==> config.mk <==
export PLATFORM = sky130hd
export DESIGN_NAME = round_robin_sleep_scheduler_unit
export DESIGN_NICKNAME = d
export VERILOG_FILES = /design/src/hdl/rrss_pkg.sv /design/src/hdl/round_robin_sleep_scheduler_unit.sv /design/src/hdl/rrss_datapath.sv /design/src/hdl/rrss_ctrl.sv
export SDC_FILE = /design/constraint.sdc
export NUM_CORES = 1
export LEC_CHECK = 0
export CAP_MARGIN = 20
export CORE_ASPECT_RATIO = 0.8
export CORE_MARGIN = 8
export CORE_UTILIZATION = 35
export CTS_BUF_LIST = sky130_fd_sc_hd__clkbuf_4 sky130_fd_sc_hd__clkbuf_8 sky130_fd_sc_hd__clkbuf_16
export CTS_CLUSTER_SIZE = 14
export DETAILED_ROUTE_END_ITERATION = 8
export DONT_BUFFER_PORTS = 1
export PLACE_DENSITY = 0.58
export SLEW_MARGIN = 20
export SYNTH_ARGS = -nofsm -noshare
export SYNTH_HDL_FRONTEND = slang
export SYNTH_HIERARCHICAL = 1
export SYNTH_SLANG_ARGS = --single-unit
==> constraint.sdc <==
create_clock -name clk -period 5.5 [get_ports clk]
set_input_delay 0.55 -clock clk [delete_from_list [all_inputs] [get_ports clk]]
set_output_delay 0.55 -clock clk [all_outputs]
set_load 0.005 [all_outputs]
==> src/hdl/rrss_pkg.sv <==
// Package for the round-robin sleep scheduler: request and status codes,
// widths and the controller/datapath command and status structs.
`default_nettype none
package rrss_pkg;
  localparam int MAX_THREADS_DEF = 16;
  localparam int TICK_W = 31;
  localparam int TID_W = 4;

  typedef enum logic [2:0] {
    REQ_ADD = 3'd0, REQ_KILL = 3'd1, REQ_SLEEP = 3'd2, REQ_SWITCH = 3'd3, REQ_TICK = 3'd4
  } req_t;

  typedef enum logic [1:0] {
    ST_OK = 2'd0, ST_NO_FREE = 2'd1, ST_NONE_READY = 2'd2, ST_NO_THREAD = 2'd3
  } status_t;

  typedef struct packed {
    logic latch;     // capture request
    logic add;       // link new slot
    logic kill;      // unlink running slot
    logic sleep;     // load running counter
    logic walk_init; // start ring walk
    logic walk_step; // advance ring walk
    logic tick_init; // start tick sweep
    logic tick_step; // advance tick sweep
    logic finish;    // load result
  } cmd_t;

  typedef struct packed {
    req_t    req;
    logic    started;
    logic    free_empty;
    logic    last_live;
    logic    walk_hit;
    logic    walk_done;
    logic    tick_done;
  } sts_t;
endpackage
`default_nettype wire

==> src/hdl/round_robin_sleep_scheduler_unit.sv <==
// Top level of the round-robin sleep scheduler: joins rrss_ctrl and
// rrss_datapath. Depends on rrss_pkg.
// One request word in, one result word out, one item in work at a time.
// Add, a refused or ignored request and a kill of the last thread go straight
// to the result; any other kill, and sleep and switch, run a ring walk (one
// slot a cycle, ending at the first awake slot); tick runs a counter sweep
// over all MAX_THREADS slots (one slot a cycle). The result word waits while
// out_tready is low, and the next word is accepted only after it is taken.
`default_nettype none
module round_robin_sleep_scheduler_unit #(
  parameter int MAX_THREADS = rrss_pkg::MAX_THREADS_DEF
) (
  input  wire logic        clk,
  input  wire logic        rst_n,
  input  wire logic        in_tvalid,
  output logic             in_tready,
  input  wire logic [39:0] in_tdata,   // req_type[2:0], sleep_ticks[33:3]
  output logic             out_tvalid,
  input  wire logic        out_tready,
  output logic [7:0]       out_tdata   // status[1:0], thread_id[5:2]
);
  import rrss_pkg::*;
  cmd_t cmd;
  sts_t sts;
  logic [1:0] st;
  logic [TID_W-1:0] tid;
  logic nofree, nothr;

  rrss_ctrl u_ctrl (
    .clk, .rst_n, .in_tvalid, .in_tready, .out_tvalid, .out_tready,
    .cmd, .sts, .err_nofree(nofree), .err_nothread(nothr)
  );

  rrss_datapath #(.MAX_THREADS(MAX_THREADS)) u_dp (
    .clk, .rst_n, .cmd, .sts,
    .req_in(in_tdata[2:0]), .ticks_in(in_tdata[33:3]),
    .status_o(st), .tid_o(tid)
  );

  always_comb begin
    out_tdata = {2'b00, tid, st};
    if (nofree) out_tdata[1:0] = ST_NO_FREE;
    else if (nothr) out_tdata[1:0] = ST_NO_THREAD;
  end
endmodule
`default_nettype wire

==> src/hdl/rrss_datapath.sv <==
// Datapath of the scheduler: slot links, sleep counters, free id FIFO.
// Depends on rrss_pkg; driven by rrss_ctrl commands.
`default_nettype none
module rrss_datapath #(
  parameter int MAX_THREADS = rrss_pkg::MAX_THREADS_DEF
) (
  input  wire logic                    clk,
  input  wire logic                    rst_n,
  input  wire rrss_pkg::cmd_t          cmd,
  output rrss_pkg::sts_t               sts,
  input  wire logic [2:0]              req_in,
  input  wire logic [rrss_pkg::TICK_W-1:0] ticks_in,
  output logic [1:0]                   status_o,
  output logic [rrss_pkg::TID_W-1:0]   tid_o
);
  import rrss_pkg::*;
  localparam int SW = $clog2(MAX_THREADS);
  localparam int CW = $clog2(MAX_THREADS + 1);

  logic [SW-1:0] next_r [MAX_THREADS];
  logic [SW-1:0] prev_r [MAX_THREADS];
  logic [TICK_W-1:0] cnt_r [MAX_THREADS];
  logic [SW-1:0] fifo_r [MAX_THREADS];
  logic [MAX_THREADS-1:0] live_r;
  logic [SW-1:0] run_r, head_r, walk_r, idx_r, ret_r;
  logic [CW-1:0] fcnt_r, steps_r, live_n_r;
  logic started_r, fifo_init_r;
  logic [TICK_W-1:0] ticks_r;
  req_t req_r;

  logic [SW-1:0] new_id, tail;
  logic [CW:0] tail_sum;

  assign new_id = fifo_init_r ? head_r : fifo_r[head_r];
  assign tail_sum = {1'b0, CW'(head_r)} + {1'b0, fcnt_r};
  assign tail = (tail_sum >= (CW+1)'(MAX_THREADS)) ?
                SW'(tail_sum - (CW+1)'(MAX_THREADS)) : SW'(tail_sum);

  always_comb begin
    sts.req        = req_r;
    sts.started    = started_r;
    sts.free_empty = (fcnt_r == '0);
    sts.last_live  = (live_n_r == CW'(1));
    sts.walk_hit   = (cnt_r[walk_r] == '0);
    sts.walk_done  = (steps_r == '0);
    sts.tick_done  = (idx_r == SW'(MAX_THREADS - 1));
  end

  always_ff @(posedge clk) begin
    if (!rst_n) begin
      live_r <= '0;
      run_r <= '0;
      started_r <= 1'b0;
      head_r <= '0;
      fcnt_r <= CW'(MAX_THREADS);
      live_n_r <= '0;
      fifo_init_r <= 1'b1;
      for (int i = 0; i < MAX_THREADS; i++) cnt_r[i] <= '0;
    end else begin
      if (cmd.latch) begin
        req_r <= req_t'(req_in);
        ticks_r <= ticks_in;
      end
      if (cmd.add) begin
        head_r <= (head_r == SW'(MAX_THREADS - 1)) ? '0 : head_r + SW'(1);
        if (head_r == SW'(MAX_THREADS - 1)) fifo_init_r <= 1'b0;
        fcnt_r <= fcnt_r - CW'(1);
        live_n_r <= live_n_r + CW'(1);
        cnt_r[new_id] <= '0;
        live_r[new_id] <= 1'b1;
        ret_r <= new_id;
        if (!started_r) begin
          next_r[new_id] <= new_id;
          prev_r[new_id] <= new_id;
          run_r <= new_id;
          started_r <= 1'b1;
        end else begin
          prev_r[next_r[run_r]] <= new_id;
          next_r[run_r] <= new_id;
          next_r[new_id] <= next_r[run_r];
          prev_r[new_id] <= run_r;
        end
      end
      if (cmd.kill) begin
        if (fcnt_r != CW'(MAX_THREADS)) begin
          fifo_r[tail] <= run_r;
          fcnt_r <= fcnt_r + CW'(1);
        end
        live_r[run_r] <= 1'b0;
        live_n_r <= live_n_r - CW'(1);
        cnt_r[run_r] <= '0;
        if (live_n_r == CW'(1)) begin
          started_r <= 1'b0;
        end else begin
          next_r[prev_r[run_r]] <= next_r[run_r];
          prev_r[next_r[run_r]] <= prev_r[run_r];
          run_r <= next_r[run_r];
          walk_r <= next_r[run_r];
          steps_r <= live_n_r - CW'(1);
        end
        ret_r <= run_r;
      end
      if (cmd.sleep) cnt_r[run_r] <= ticks_r;
      if (cmd.walk_init) begin
        walk_r <= next_r[run_r];
        steps_r <= live_n_r;
      end
      if (cmd.walk_step) begin
        if (cnt_r[walk_r] == '0) begin
          run_r <= walk_r;
          steps_r <= '0;
        end else begin
          walk_r <= next_r[walk_r];
          steps_r <= steps_r - CW'(1);
        end
      end
      if (cmd.tick_init) idx_r <= '0;
      if (cmd.tick_step) begin
        if (live_r[idx_r] && cnt_r[idx_r] != '0) cnt_r[idx_r] <= cnt_r[idx_r] - TICK_W'(1);
        idx_r <= idx_r + SW'(1);
      end
    end
  end

  // result formed by controller status request
  logic hit_seen_r;
  always_ff @(posedge clk) begin
    if (!rst_n) hit_seen_r <= 1'b0;
    else if (cmd.walk_init || cmd.kill) hit_seen_r <= 1'b0;
    else if (cmd.walk_step && cnt_r[walk_r] == '0 && steps_r != '0) hit_seen_r <= 1'b1;
  end

  logic add_ok_r;
  always_ff @(posedge clk) begin
    if (!rst_n) add_ok_r <= 1'b0;
    else if (cmd.latch) add_ok_r <= 1'b0;
    else if (cmd.add) add_ok_r <= 1'b1;
  end

  logic [1:0] status_nxt;
  logic [TID_W-1:0] tid_nxt;
  always_comb begin
    status_nxt = ST_OK;
    tid_nxt = TID_W'(run_r);
    case (req_r)
      REQ_ADD: begin
        if (add_ok_r) tid_nxt = TID_W'(ret_r);
      end
      REQ_KILL, REQ_SLEEP, REQ_SWITCH: begin
        if (!started_r || !hit_seen_r) status_nxt = ST_NONE_READY;
      end
      default: ;
    endcase
  end

  always_ff @(posedge clk) begin
    if (cmd.finish) begin
      tid_o <= tid_nxt;
      status_o <= status_nxt;
    end
  end
endmodule
`default_nettype wire

==> src/hdl/rrss_ctrl.sv <==
// Controller state machine of the scheduler: sequences add, kill, sleep,
// switch and tick work in rrss_datapath. Depends on rrss_pkg.
`default_nettype none
module rrss_ctrl (
  input  wire logic           clk,
  input  wire logic           rst_n,
  input  wire logic           in_tvalid,
  output logic                in_tready,
  output logic                out_tvalid,
  input  wire logic           out_tready,
  output rrss_pkg::cmd_t      cmd,
  input  wire rrss_pkg::sts_t sts,
  output logic                err_nofree,
  output logic                err_nothread
);
  import rrss_pkg::*;
  typedef enum logic [6:0] {
    S_IDLE = 7'b0000001, S_DEC = 7'b0000010, S_WALK = 7'b0000100,
    S_TICK = 7'b0001000, S_FIN = 7'b0010000, S_OUT = 7'b0100000,
    S_INIT = 7'b1000000
  } state_t;
  state_t state_r, state_nxt;
  logic nofree_r, nofree_nxt, nothr_r, nothr_nxt;

  assign in_tready = (state_r == S_IDLE);
  assign out_tvalid = (state_r == S_OUT);
  assign err_nofree = nofree_r;
  assign err_nothread = nothr_r;

  always_comb begin
    state_nxt = state_r;
    nofree_nxt = nofree_r;
    nothr_nxt = nothr_r;
    cmd = '0;
    case (state_r)
      S_IDLE: if (in_tvalid) begin
        cmd.latch = 1'b1;
        state_nxt = S_DEC;
      end
      S_DEC: begin
        nofree_nxt = 1'b0;
        nothr_nxt = 1'b0;
        state_nxt = S_FIN;
        case (sts.req)
          REQ_ADD: if (sts.free_empty) nofree_nxt = 1'b1; else cmd.add = 1'b1;
          REQ_KILL: if (!sts.started) nothr_nxt = 1'b1; else begin
            cmd.kill = 1'b1;
            if (!sts.last_live) state_nxt = S_WALK;
          end
          REQ_SLEEP, REQ_SWITCH: if (!sts.started) nothr_nxt = 1'b1; else begin
            cmd.sleep = (sts.req == REQ_SLEEP);
            state_nxt = S_INIT;
          end
          REQ_TICK: begin
            cmd.tick_init = 1'b1;
            state_nxt = S_TICK;
          end
          default: ;
        endcase
      end
      S_INIT: begin
        cmd.walk_init = 1'b1;
        state_nxt = S_WALK;
      end
      S_WALK: if (sts.walk_done) state_nxt = S_FIN; else cmd.walk_step = 1'b1;
      S_TICK: begin
        cmd.tick_step = 1'b1;
        if (sts.tick_done) state_nxt = S_FIN;
      end
      S_FIN: begin
        cmd.finish = 1'b1;
        state_nxt = S_OUT;
      end
      S_OUT: if (out_tready) state_nxt = S_IDLE;
      default: state_nxt = S_IDLE;
    endcase
  end

  always_ff @(posedge clk) begin
    if (!rst_n) begin
      state_r <= S_IDLE;
      nofree_r <= 1'b0;
      nothr_r <= 1'b0;
    end else begin
      state_r <= state_nxt;
      nofree_r <= nofree_nxt;
      nothr_r <= nothr_nxt;
    end
  end
endmodule
`default_nettype wire
==> report_table.html, run 1 <==
<table>
<tr><th>Metric</th><th>Value</th></tr>
<tr><th colspan="2">Floorplan</th></tr>
<tr><td>Floorplan Core Area</td><td>125000 sq um</td></tr>
<tr><td>Die width</td><td>413 um</td></tr>
<tr><td>Initial core utilization</td><td>0.353</td></tr>
<tr><td>Die ar.</td><td>138000 sq um</td></tr>
<tr><td>Die Y-Extent</td><td>approximately 330 um</td></tr>
<tr><td>Number of placement rows</td><td>~120</td></tr>
<tr><td>Total I/O pin count</td><td>54</td></tr>
<tr><th colspan="2">STA</th></tr>
<tr><td>Final period util</td><td>0.938</td></tr>
<tr><td>Final hold vios</td><td>0</td></tr>
<tr><td>Post-Route Skew</td><td>~0.058 ns</td></tr>
<tr><td>Sum of negative setup slack</td><td>0 ns</td></tr>
<tr><td>Pins Over Slew Limit</td><td>0</td></tr>
<tr><td>Unrepaired setup endpoints after global routing</td><td>no</td></tr>
<tr><td>Final hold slack</td><td>0.104 ns</td></tr>
<tr><td>Minimum clock period after layout</td><td>5.16 ns</td></tr>
<tr><td>Relative slew margins</td><td>0.219</td></tr>
<tr><td>Endpoints failing setup</td><td>0</td></tr>
<tr><td>Setup WS post-layout</td><td>0.341 ns</td></tr>
<tr><td>Highest Clock Rate</td><td>194 MHz</td></tr>
<tr><td>Transition at the pin with the smallest max-transition slack</td><td>1.17 ns</td></tr>
<tr><th colspan="2">Setup path</th></tr>
<tr><td>Worst setup SP type</td><td>flop</td></tr>
<tr><td>Crit path max-delay cell type</td><td>sky130_fd_sc_hd__o2111ai_4</td></tr>
<tr><td>Worst stage delay on the critical path</td><td>0.63 ns</td></tr>
<tr><td>Cell-by-cell listing of the critical path</td><td>buf_12 -&gt; mux4_2 -&gt; a22oi_1 -&gt; nand2_1 -&gt; or4_1 -&gt; or3_1 -&gt; nand4b_4 -&gt; nand3_1 -&gt; o2111ai_4 -&gt; buf_4</td></tr>
<tr><td>Worst Setup Path Type</td><td>reg -&gt; reg</td></tr>
<tr><td>Crit path buffers/inverters</td><td>2</td></tr>
<tr><td>Worst path arrival time</td><td>5.62 ns</td></tr>
<tr><td>Crit end category</td><td>flop</td></tr>
<tr><td>Worst Path Required</td><td>5.96 ns</td></tr>
<tr><td>Maximum fanout encountered on the critical timing path</td><td>31</td></tr>
<tr><td>Worst reg2reg setup slack</td><td>0.34 ns</td></tr>
<tr><td>Crit-path leading delay family</td><td>simple AND/OR/NAND/NOR gates</td></tr>
<tr><th colspan="2">Power and ir drop</th></tr>
<tr><td>Total Power</td><td>approximately 14 mW</td></tr>
<tr><td>Standby leakage power</td><td>16.4 nW</td></tr>
<tr><td>Max VDD drop</td><td>0.000224 V</td></tr>
<tr><td>Power Density</td><td>roughly 280 nW/um^2</td></tr>
<tr><th colspan="2">Drt</th></tr>
<tr><td>Iteration-0 DRC count of the detailed router</td><td>5489</td></tr>
<tr><td>Antenna viol nets, final</td><td>0</td></tr>
<tr><td>First-pass iteration count of the detailed router</td><td>6</td></tr>
<tr><td>Drt via density</td><td>6.24</td></tr>
<tr><td>Drt wl/cell</td><td>29.4 um</td></tr>
<tr><td>WL final</td><td>164000 um</td></tr>
<tr><td>DRC errors left</td><td>0</td></tr>
<tr><td>Total via count in the routed design</td><td>~35000</td></tr>
<tr><th colspan="2">GRT</th></tr>
<tr><td>Via count of the first global-routing pass</td><td>between 30000 and 40000</td></tr>
<tr><td>Total routing usage reported by global routing</td><td>0.230</td></tr>
<tr><td>Global route overflow</td><td>0</td></tr>
<tr><td>Global-route wire length before repair</td><td>235000 um</td></tr>
<tr><td>Number of antenna violations at the first check in global routing</td><td>10</td></tr>
<tr><td>Largest net degree at the start of global routing</td><td>between 50 and 60</td></tr>
<tr><th colspan="2">Worst hold path</th></tr>
<tr><td>Min-Delay Startpoint</td><td>rst_n</td></tr>
<tr><td>Hold Path Class</td><td>in -&gt; reg</td></tr>
<tr><th colspan="2">Clocking</th></tr>
<tr><td>Clock root cell</td><td>sky130_fd_sc_hd__clkbuf_16</td></tr>
<tr><td>Worst-path clk slew</td><td>0.05 ns</td></tr>
<tr><td>Skew-Pair Late Insertion Delay</td><td>0.72 ns</td></tr>
<tr><td>Longest Clk Path Bufs</td><td>3</td></tr>
<tr><td>Clock sinks</td><td>between 800 and 900</td></tr>
<tr><td>Maximum level of the CTS H-tree</td><td>3</td></tr>
<tr><td>Number of buffers created by CTS</td><td>90</td></tr>
<tr><td>CTS tree</td><td>yes</td></tr>
<tr><td>Total setup buffers inserted after CTS</td><td>0</td></tr>
<tr><td>Cts repair resizes</td><td>0</td></tr>
<tr><th colspan="2">Yosys</th></tr>
<tr><td>Cell area after synthesis</td><td>44100 sq um</td></tr>
<tr><td>Synthesis warning total</td><td>6</td></tr>
<tr><td>Distinct cell type count of the synthesized netlist</td><td>80</td></tr>
<tr><td>Share of synthesized area occupied by flip-flops and latches</td><td>0.533</td></tr>
<tr><td>Cell type with the highest aggregate area in the netlist</td><td>sky130_fd_sc_hd__edfxtp_1</td></tr>
<tr><td>Gate Count Post-Synth</td><td>3901</td></tr>
<tr><td>Async set or reset register ratio after synthesis</td><td>0</td></tr>
<tr><td>Area share of the largest cell type after synthesis</td><td>0.506</td></tr>
<tr><td>Number of flip-flops and latches in the synthesized netlist</td><td>803</td></tr>
<tr><td>Synthesized area per cell</td><td>approximately 11 sq um</td></tr>
<tr><td>Post-synth top flop</td><td>sky130_fd_sc_hd__edfxtp_1</td></tr>
<tr><td>Top cells by area, synth</td><td>sky130_fd_sc_hd__edfxtp_1, sky130_fd_sc_hd__mux4_2, sky130_fd_sc_hd__mux2i_1, sky130_fd_sc_hd__o21ai_0, sky130_fd_sc_hd__nand2_1</td></tr>
<tr><td>Number of enable flip-flop cells after synthesis</td><td>744</td></tr>
<tr><th colspan="2">Layout</th></tr>
<tr><td>Area added between synthesis and finish</td><td>13.1%</td></tr>
<tr><td>Fraction of the core area covered by cells at the end of the flow</td><td>0.399</td></tr>
<tr><td>Final non-filler cell area</td><td>49900 sq um</td></tr>
<tr><td>Count of nets after finishing</td><td>3912</td></tr>
<tr><td>Most common cell after layout, fill and taps aside</td><td>sky130_fd_sc_hd__edfxtp_1</td></tr>
<tr><td>Final std cells w/o fill</td><td>roughly 5600</td></tr>
<tr><td>Share of cells above drive strength 1</td><td>0.155</td></tr>
<tr><td>Most frequent cells in the layout</td><td>sky130_fd_sc_hd__edfxtp_1, sky130_fd_sc_hd__nand2_1, sky130_fd_sc_hd__nor2_1, sky130_fd_sc_hd__o21ai_0, sky130_fd_sc_hd__or3_1</td></tr>
<tr><th colspan="2">Placement</th></tr>
<tr><td>DP HPWL</td><td>about 110000 um</td></tr>
<tr><td>Pre-CTS setup slack</td><td>0.416 ns</td></tr>
<tr><td># port buffers</td><td>0</td></tr>
<tr><td>Cell area reported after detailed placement</td><td>46500 sq um</td></tr>
<tr><td>Final estimated routing congestion in global placement</td><td>0.959</td></tr>
<tr><td>Number of instances in the placed design</td><td>5375</td></tr>
<tr><th colspan="2">Flow run</th></tr>
<tr><td>Max Cap Viol</td><td>0</td></tr>
<tr><th colspan="2">Run status</th></tr>
<tr><td>Status</td><td>finished, final reports clean</td></tr>
</table>
==> flip-flops by register name, summed over array words and instances, names as in the netlist, 3 cells and up, named ones only <==
name,flops
u_dp/ret_r,4
u_dp/idx_r,4
u_dp/tid_o,4
u_dp/head_r,4
u_dp/live_n_r,5
u_dp/run_r,4
u_dp/fcnt_r,5
u_dp/steps_r,5
u_dp/next_r,64
u_dp/fifo_r,64
u_dp/req_r,3
u_dp/cnt_r,496
u_dp/ticks_r,31
u_dp/walk_r,4
u_ctrl/state_r,7
u_dp/prev_r,64
u_dp/live_r,16
==> what timing repair did <==
item	CTS	global route
hold buffers	35	0
endpoints found under the hold margin	49	0
endpoints found under the setup margin	0	0
==> path summary, 6_finish.rpt <==
kind / endpoint / cells after the start
worst min register to register: u_ctrl/err_nothread / 2
worst min-delay path: flop / 1
worst max-delay path: u_dp/cnt_r[10][3] / 10
worst max register to register: u_dp/cnt_r[10][3] / 10
==> layout make-up <==
type / instances / area, sq um
antenna: 2 / 5.00
clock buffer: 108 / 2390
clock inverter: 61 / 643
fill: 11815 / 75200
inverter: 37 / 139
multi-input combinational: 2693 / 19100
sequential: 803 / 23500
tap: 1652 / 2070
timing repair buffer: 225 / 1980
==> power by group <==
group,internal [mW],switching [mW]
Combinational,0.238,0.463
Sequential,6.79,0.140
Clock,3.64,2.63
Total,10.7,3.23
==> per-layer routing <==
layer  GRT usage  part of all wire
met4      0.0590             0.027
met5           0           0.00019
met1       0.336              0.41
met3      0.0685              0.14
met2       0.331              0.42
==> synthesized netlist by cell type, drive strengths merged, types with 5 or more instances <==
cell type / number
buf: 98
a221oi: 21
edfxtp: 744
nand2b: 18
nor4b: 15
nand3: 99
nand3b: 6
or3: 215
inv: 37
o22ai: 7
a21oi: 38
ha: 17
o21ai: 472
nand4: 22
or2: 5
xnor2: 31
dfxtp: 59
o31ai: 81
nor3b: 8
and3: 29
nor3: 39
nand2: 446
o2111ai: 16
mux4: 193
nor4: 101
a31oi: 9
or4b: 6
and2: 18
a211oi: 14
o211ai: 17
or4: 11
nand4b: 10
nor2b: 30
a22oi: 31
mux2: 13
mux2i: 194
a41oi: 6
o211a: 6
o21a: 9
clkbuf: 271
xor2: 23
nor2: 367
o41ai: 7
==> cells by family after synthesis <==
| kind of cell | after synthesis | share of synthesized area |
|---|---|---|
| AND/OR/NAND/NOR | 1453 | 0.161 |
| multiplexers | 400 | 0.146 |
| buffers and inverters | 406 | 0.0402 |
| flip-flops | 803 | 0.533 |
| XOR/XNOR | 54 | 0.0107 |
| AO/OA/AOI/OAI | 765 | 0.104 |
| adder cells (fa/ha/maj) | 18 | 0.00527 |
| other | 2 | 0.000170 |
(Power assumes the default switching activity.)
==> inputs of run 2 (changes only) <==
--- a/config.mk
+++ b/config.mk
@@ -14,6 +14,7 @@
 export DETAILED_ROUTE_END_ITERATION = 8
 export DONT_BUFFER_PORTS = 1
 export PLACE_DENSITY = 0.58
+export REMOVE_ABC_BUFFERS = 1
 export SLEW_MARGIN = 20
 export SYNTH_ARGS = -nofsm -noshare
 export SYNTH_HDL_FRONTEND = slang
==> report_table.html, run 2 (synthesis results as in run 1) <==
<table>
<tr><th>Metric</th><th>Value</th></tr>
<tr><th colspan="2">Setup path</th></tr>
<tr><td>Crit path buffers/inverters</td><td>3 (+1)</td></tr>
<tr><td>Maximum fanout encountered on the critical timing path</td><td>38 (+23%)</td></tr>
<tr><td>Worst Setup Path Type</td><td>reg -&gt; reg</td></tr>
<tr><td>Crit-path leading delay family</td><td>simple AND/OR/NAND/NOR gates</td></tr>
<tr><td>Cell-by-cell listing of the critical path</td><td>nor2_1 -&gt; buf_4 -&gt; a221oi_1 -&gt; a22oi_1 -&gt; o21ai_1 -&gt; inv_1 -&gt; ha_1 -&gt; nand3_1 -&gt; nor4_4 -&gt; nand4b_4 -&gt; buf_4 -&gt; nand3_1 -&gt; nor2_1 -&gt; o31ai_1</td></tr>
<tr><td>Total stage count of the critical path</td><td>14 (+4)</td></tr>
<tr><td>Worst r2r path cells</td><td>14 (+4)</td></tr>
<tr><td>Crit path max-delay cell type</td><td>sky130_fd_sc_hd__dfxtp_4</td></tr>
<tr><td>Worst setup SP type</td><td>flop</td></tr>
<tr><td>Crit end category</td><td>flop</td></tr>
<tr><td>Worst Path Required</td><td>5.86 ns (-0.10 ns)</td></tr>
<tr><td>Worst path arrival time</td><td>5.39 ns (-0.23 ns)</td></tr>
<tr><td>Worst stage delay on the critical path</td><td>0.86 ns (+0.23 ns)</td></tr>
<tr><th colspan="2">STA</th></tr>
<tr><td>Transition at the pin with the smallest max-transition slack</td><td>1.08 ns (-0.0929 ns)</td></tr>
<tr><td>Highest Clock Rate</td><td>199 MHz (+2.5%)</td></tr>
<tr><td>Pins Over Slew Limit</td><td>0 (unchanged)</td></tr>
<tr><td>Setup WS post-layout</td><td>0.467 ns (+0.126 ns)</td></tr>
<tr><td>Final hold slack</td><td>0.0900 ns (-0.0140 ns)</td></tr>
<tr><td>Endpoints failing setup</td><td>0 (unchanged)</td></tr>
<tr><td>Final hold vios</td><td>0 (unchanged)</td></tr>
<tr><td>Final period util</td><td>0.915 (-0.0228)</td></tr>
<tr><td>Minimum clock period after layout</td><td>5.03 ns (-0.126 ns)</td></tr>
<tr><td>Unrepaired setup endpoints after global routing</td><td>no</td></tr>
<tr><td>Post-Route Skew</td><td>0.0401 ns (-0.0180 ns)</td></tr>
<tr><td>Relative slew margins</td><td>0.275 (+0.0568)</td></tr>
<tr><th colspan="2">Clocking</th></tr>
<tr><td>Maximum level of the CTS H-tree</td><td>3 (unchanged)</td></tr>
<tr><td>Cts repair resizes</td><td>0 (unchanged)</td></tr>
<tr><td>Longest Clk Path Bufs</td><td>3 (unchanged)</td></tr>
<tr><td>Skew-Pair Late Insertion Delay</td><td>0.69 ns (-0.03 ns)</td></tr>
<tr><td>Total setup buffers inserted after CTS</td><td>0 (unchanged)</td></tr>
<tr><td>Clock sinks</td><td>803 (unchanged)</td></tr>
<tr><td>CTS tree</td><td>yes</td></tr>
<tr><td>Clock root cell</td><td>sky130_fd_sc_hd__clkbuf_16</td></tr>
<tr><td>Worst-path clk slew</td><td>0.06 ns (about the same)</td></tr>
<tr><td>Count of hold buffers inserted by post-cts repair</td><td>35 (unchanged)</td></tr>
<tr><td>Number of buffers created by CTS</td><td>89 (-1.1%)</td></tr>
<tr><th colspan="2">Layout</th></tr>
<tr><td>Most common cell after layout, fill and taps aside</td><td>sky130_fd_sc_hd__edfxtp_1</td></tr>
<tr><td>Max FFs per register</td><td>496 (unchanged)</td></tr>
<tr><td>Fill cell instance count of the final layout</td><td>11885 (+0.59%)</td></tr>
<tr><td>Count of nets after finishing</td><td>3890 (-0.56%)</td></tr>
<tr><td>Area added between synthesis and finish</td><td>12.0%</td></tr>
<tr><td>Share of cells above drive strength 1</td><td>0.149 (-0.00603)</td></tr>
<tr><td>Fraction of the core area covered by cells at the end of the flow</td><td>0.395 (-0.00369)</td></tr>
<tr><td>Most frequent cells in the layout</td><td>sky130_fd_sc_hd__edfxtp_1, sky130_fd_sc_hd__nand2_1, sky130_fd_sc_hd__nor2_1, sky130_fd_sc_hd__o21ai_0, sky130_fd_sc_hd__or3_1</td></tr>
<tr><td>Register ranked first by flip-flop count</td><td>u_dp/cnt_r</td></tr>
<tr><td>Final non-filler cell area</td><td>49400 sq um (-0.93%)</td></tr>
<tr><th colspan="2">Power and ir drop</th></tr>
<tr><td>Total Power</td><td>13.6 mW (-2.3%)</td></tr>
<tr><td>Power Density</td><td>274 nW/um^2 (-1.4%)</td></tr>
<tr><td>Standby leakage power</td><td>16.2 nW (-1.3%)</td></tr>
<tr><td>Max VDD drop</td><td>0.000243 V (+8.3%)</td></tr>
<tr><th colspan="2">Placement</th></tr>
<tr><td>Final estimated routing congestion in global placement</td><td>0.932 (-2.8%)</td></tr>
<tr><td># port buffers</td><td>0 (unchanged)</td></tr>
<tr><td>Cell area reported after detailed placement</td><td>46200 sq um (-0.63%)</td></tr>
<tr><td>DP HPWL</td><td>108000 um (-4.4%)</td></tr>
<tr><td>Pre-CTS setup slack</td><td>0.741 ns (+0.325 ns)</td></tr>
<tr><th colspan="2">Run status</th></tr>
<tr><td>Status</td><td>finished, final reports clean</td></tr>
<tr><th colspan="2">Floorplan</th></tr>
<tr><td>Number of placement rows</td><td>116 (unchanged)</td></tr>
<tr><td>Die ar.</td><td>138000 sq um (unchanged)</td></tr>
<tr><td>Initial core utilization</td><td>0.353 (unchanged)</td></tr>
<tr><td>Die Y-Extent</td><td>334 um (unchanged)</td></tr>
<tr><td>Total I/O pin count</td><td>54 (unchanged)</td></tr>
<tr><td>Die width</td><td>413 um (unchanged)</td></tr>
<tr><td>Floorplan Core Area</td><td>125000 sq um (unchanged)</td></tr>
<tr><th colspan="2">GRT</th></tr>
<tr><td>Largest net degree at the start of global routing</td><td>53 (unchanged)</td></tr>
<tr><td>Total routing usage reported by global routing</td><td>0.220 (-0.00937)</td></tr>
<tr><td>Number of antenna violations at the first check in global routing</td><td>10 (unchanged)</td></tr>
<tr><td>Global route overflow</td><td>0 (unchanged)</td></tr>
<tr><td>Global-route wire length before repair</td><td>228000 um (-3.1%)</td></tr>
<tr><td>Via count of the first global-routing pass</td><td>32146 (-0.081%)</td></tr>
<tr><th colspan="2">Worst hold path</th></tr>
<tr><td>Hold Path Class</td><td>in -&gt; reg</td></tr>
<tr><td>Number of cells on the worst hold path</td><td>1 (unchanged)</td></tr>
<tr><th colspan="2">Flow run</th></tr>
<tr><td>Max Cap Viol</td><td>0 (unchanged)</td></tr>
<tr><th colspan="2">Drt</th></tr>
<tr><td>Drt via density</td><td>6.26 (+0.34%)</td></tr>
<tr><td>First-pass iteration count of the detailed router</td><td>6 (unchanged)</td></tr>
<tr><td>DRC errors left</td><td>0 (unchanged)</td></tr>
<tr><td>Total via count in the routed design</td><td>34741 (-0.20%)</td></tr>
<tr><td>Antenna viol nets, final</td><td>0 (unchanged)</td></tr>
<tr><td>Drt wl/cell</td><td>28.4 um (-3.4%)</td></tr>
<tr><td>WL final</td><td>158000 um (-3.9%)</td></tr>
<tr><td>Iteration-0 DRC count of the detailed router</td><td>5505 (+0.29%)</td></tr>
</table>
==> run 2: changes by cell type in the layout (fill, tap and decap cells not counted), moves of 2 or more <==
| cell | before | now |
|---|---|---|
| sky130_fd_sc_hd__buf_12 | 16 | 5 |
| sky130_fd_sc_hd__buf_4 | 174 | 162 |
| sky130_fd_sc_hd__bufinv_16 | 11 | 7 |
| sky130_fd_sc_hd__clkbuf_4 | 18 | 22 |
| sky130_fd_sc_hd__clkinv_1 | 20 | 18 |
| sky130_fd_sc_hd__clkinv_2 | 19 | 13 |
| sky130_fd_sc_hd__clkinv_4 | 0 | 2 |
| sky130_fd_sc_hd__inv_6 | 3 | 5 |
| sky130_fd_sc_hd__xnor2_1 | 28 | 31 |
| sky130_fd_sc_hd__xnor2_2 | 3 | 0 |
==> run 2: metrics by stage <==
| stage | instances | setup TNS (ns) |
|---|---|---|
| final | 5551 | 0 |
| after global routing | 5550 | 0 |
| after CTS | 5549 | 0 |
| after detailed placement | 5353 | 0 |
| after global placement | 5352 | 0 |
| after floorplan | 3533 | -4569.20 |
==> run 2: power by group <==
part	internal (mW)	total [mW]	switching, mW
Sequential	6.79	6.93	0.139
Clock	3.42	5.97	2.55
Combinational	0.224	0.666	0.442
Total	10.4	13.6	3.13
==> run 2: final cells by class <==
type / instances / area [sq um] / area share
antenna: 1 / 2.50 / 0.0000506
timing repair buffer: 204 / 1700 / 0.0344
clock inverter: 50 / 459 / 0.00929
clock buffer: 111 / 2400 / 0.0485
tap: 1652 / 2070 / 0.0418
inverter: 37 / 139 / 0.00281
multi-input combinational: 2693 / 19100 / 0.387
sequential: 803 / 23500 / 0.476
==> run 2: worst paths after layout <==
path | start | to | slack, ns
worst max-delay path | flop | u_dp/cnt_r[15][30] | 0.47
worst min-delay path | rst_n | u_dp/live_r[13] | 0.09
worst max register to register | flop | u_dp/cnt_r[15][30] | 0.47
worst min register to register | u_dp/live_r[1] | u_dp/live_r[1] | 0.47
==> run 2: per-layer routing <==
| metal | track usage | wire (um) | vias to the layer above |
|---|---|---|---|
| met3 | 0.0591 | 21000 | 262 |
| met1 | 0.326 | 65800 | 17348 |
| met4 | 0.0625 | 4410 | 4 |
| met2 | 0.315 | 66500 | 2425 |
| met5 | 0 | 26 | - |
| li1 | - | - | 14702 |
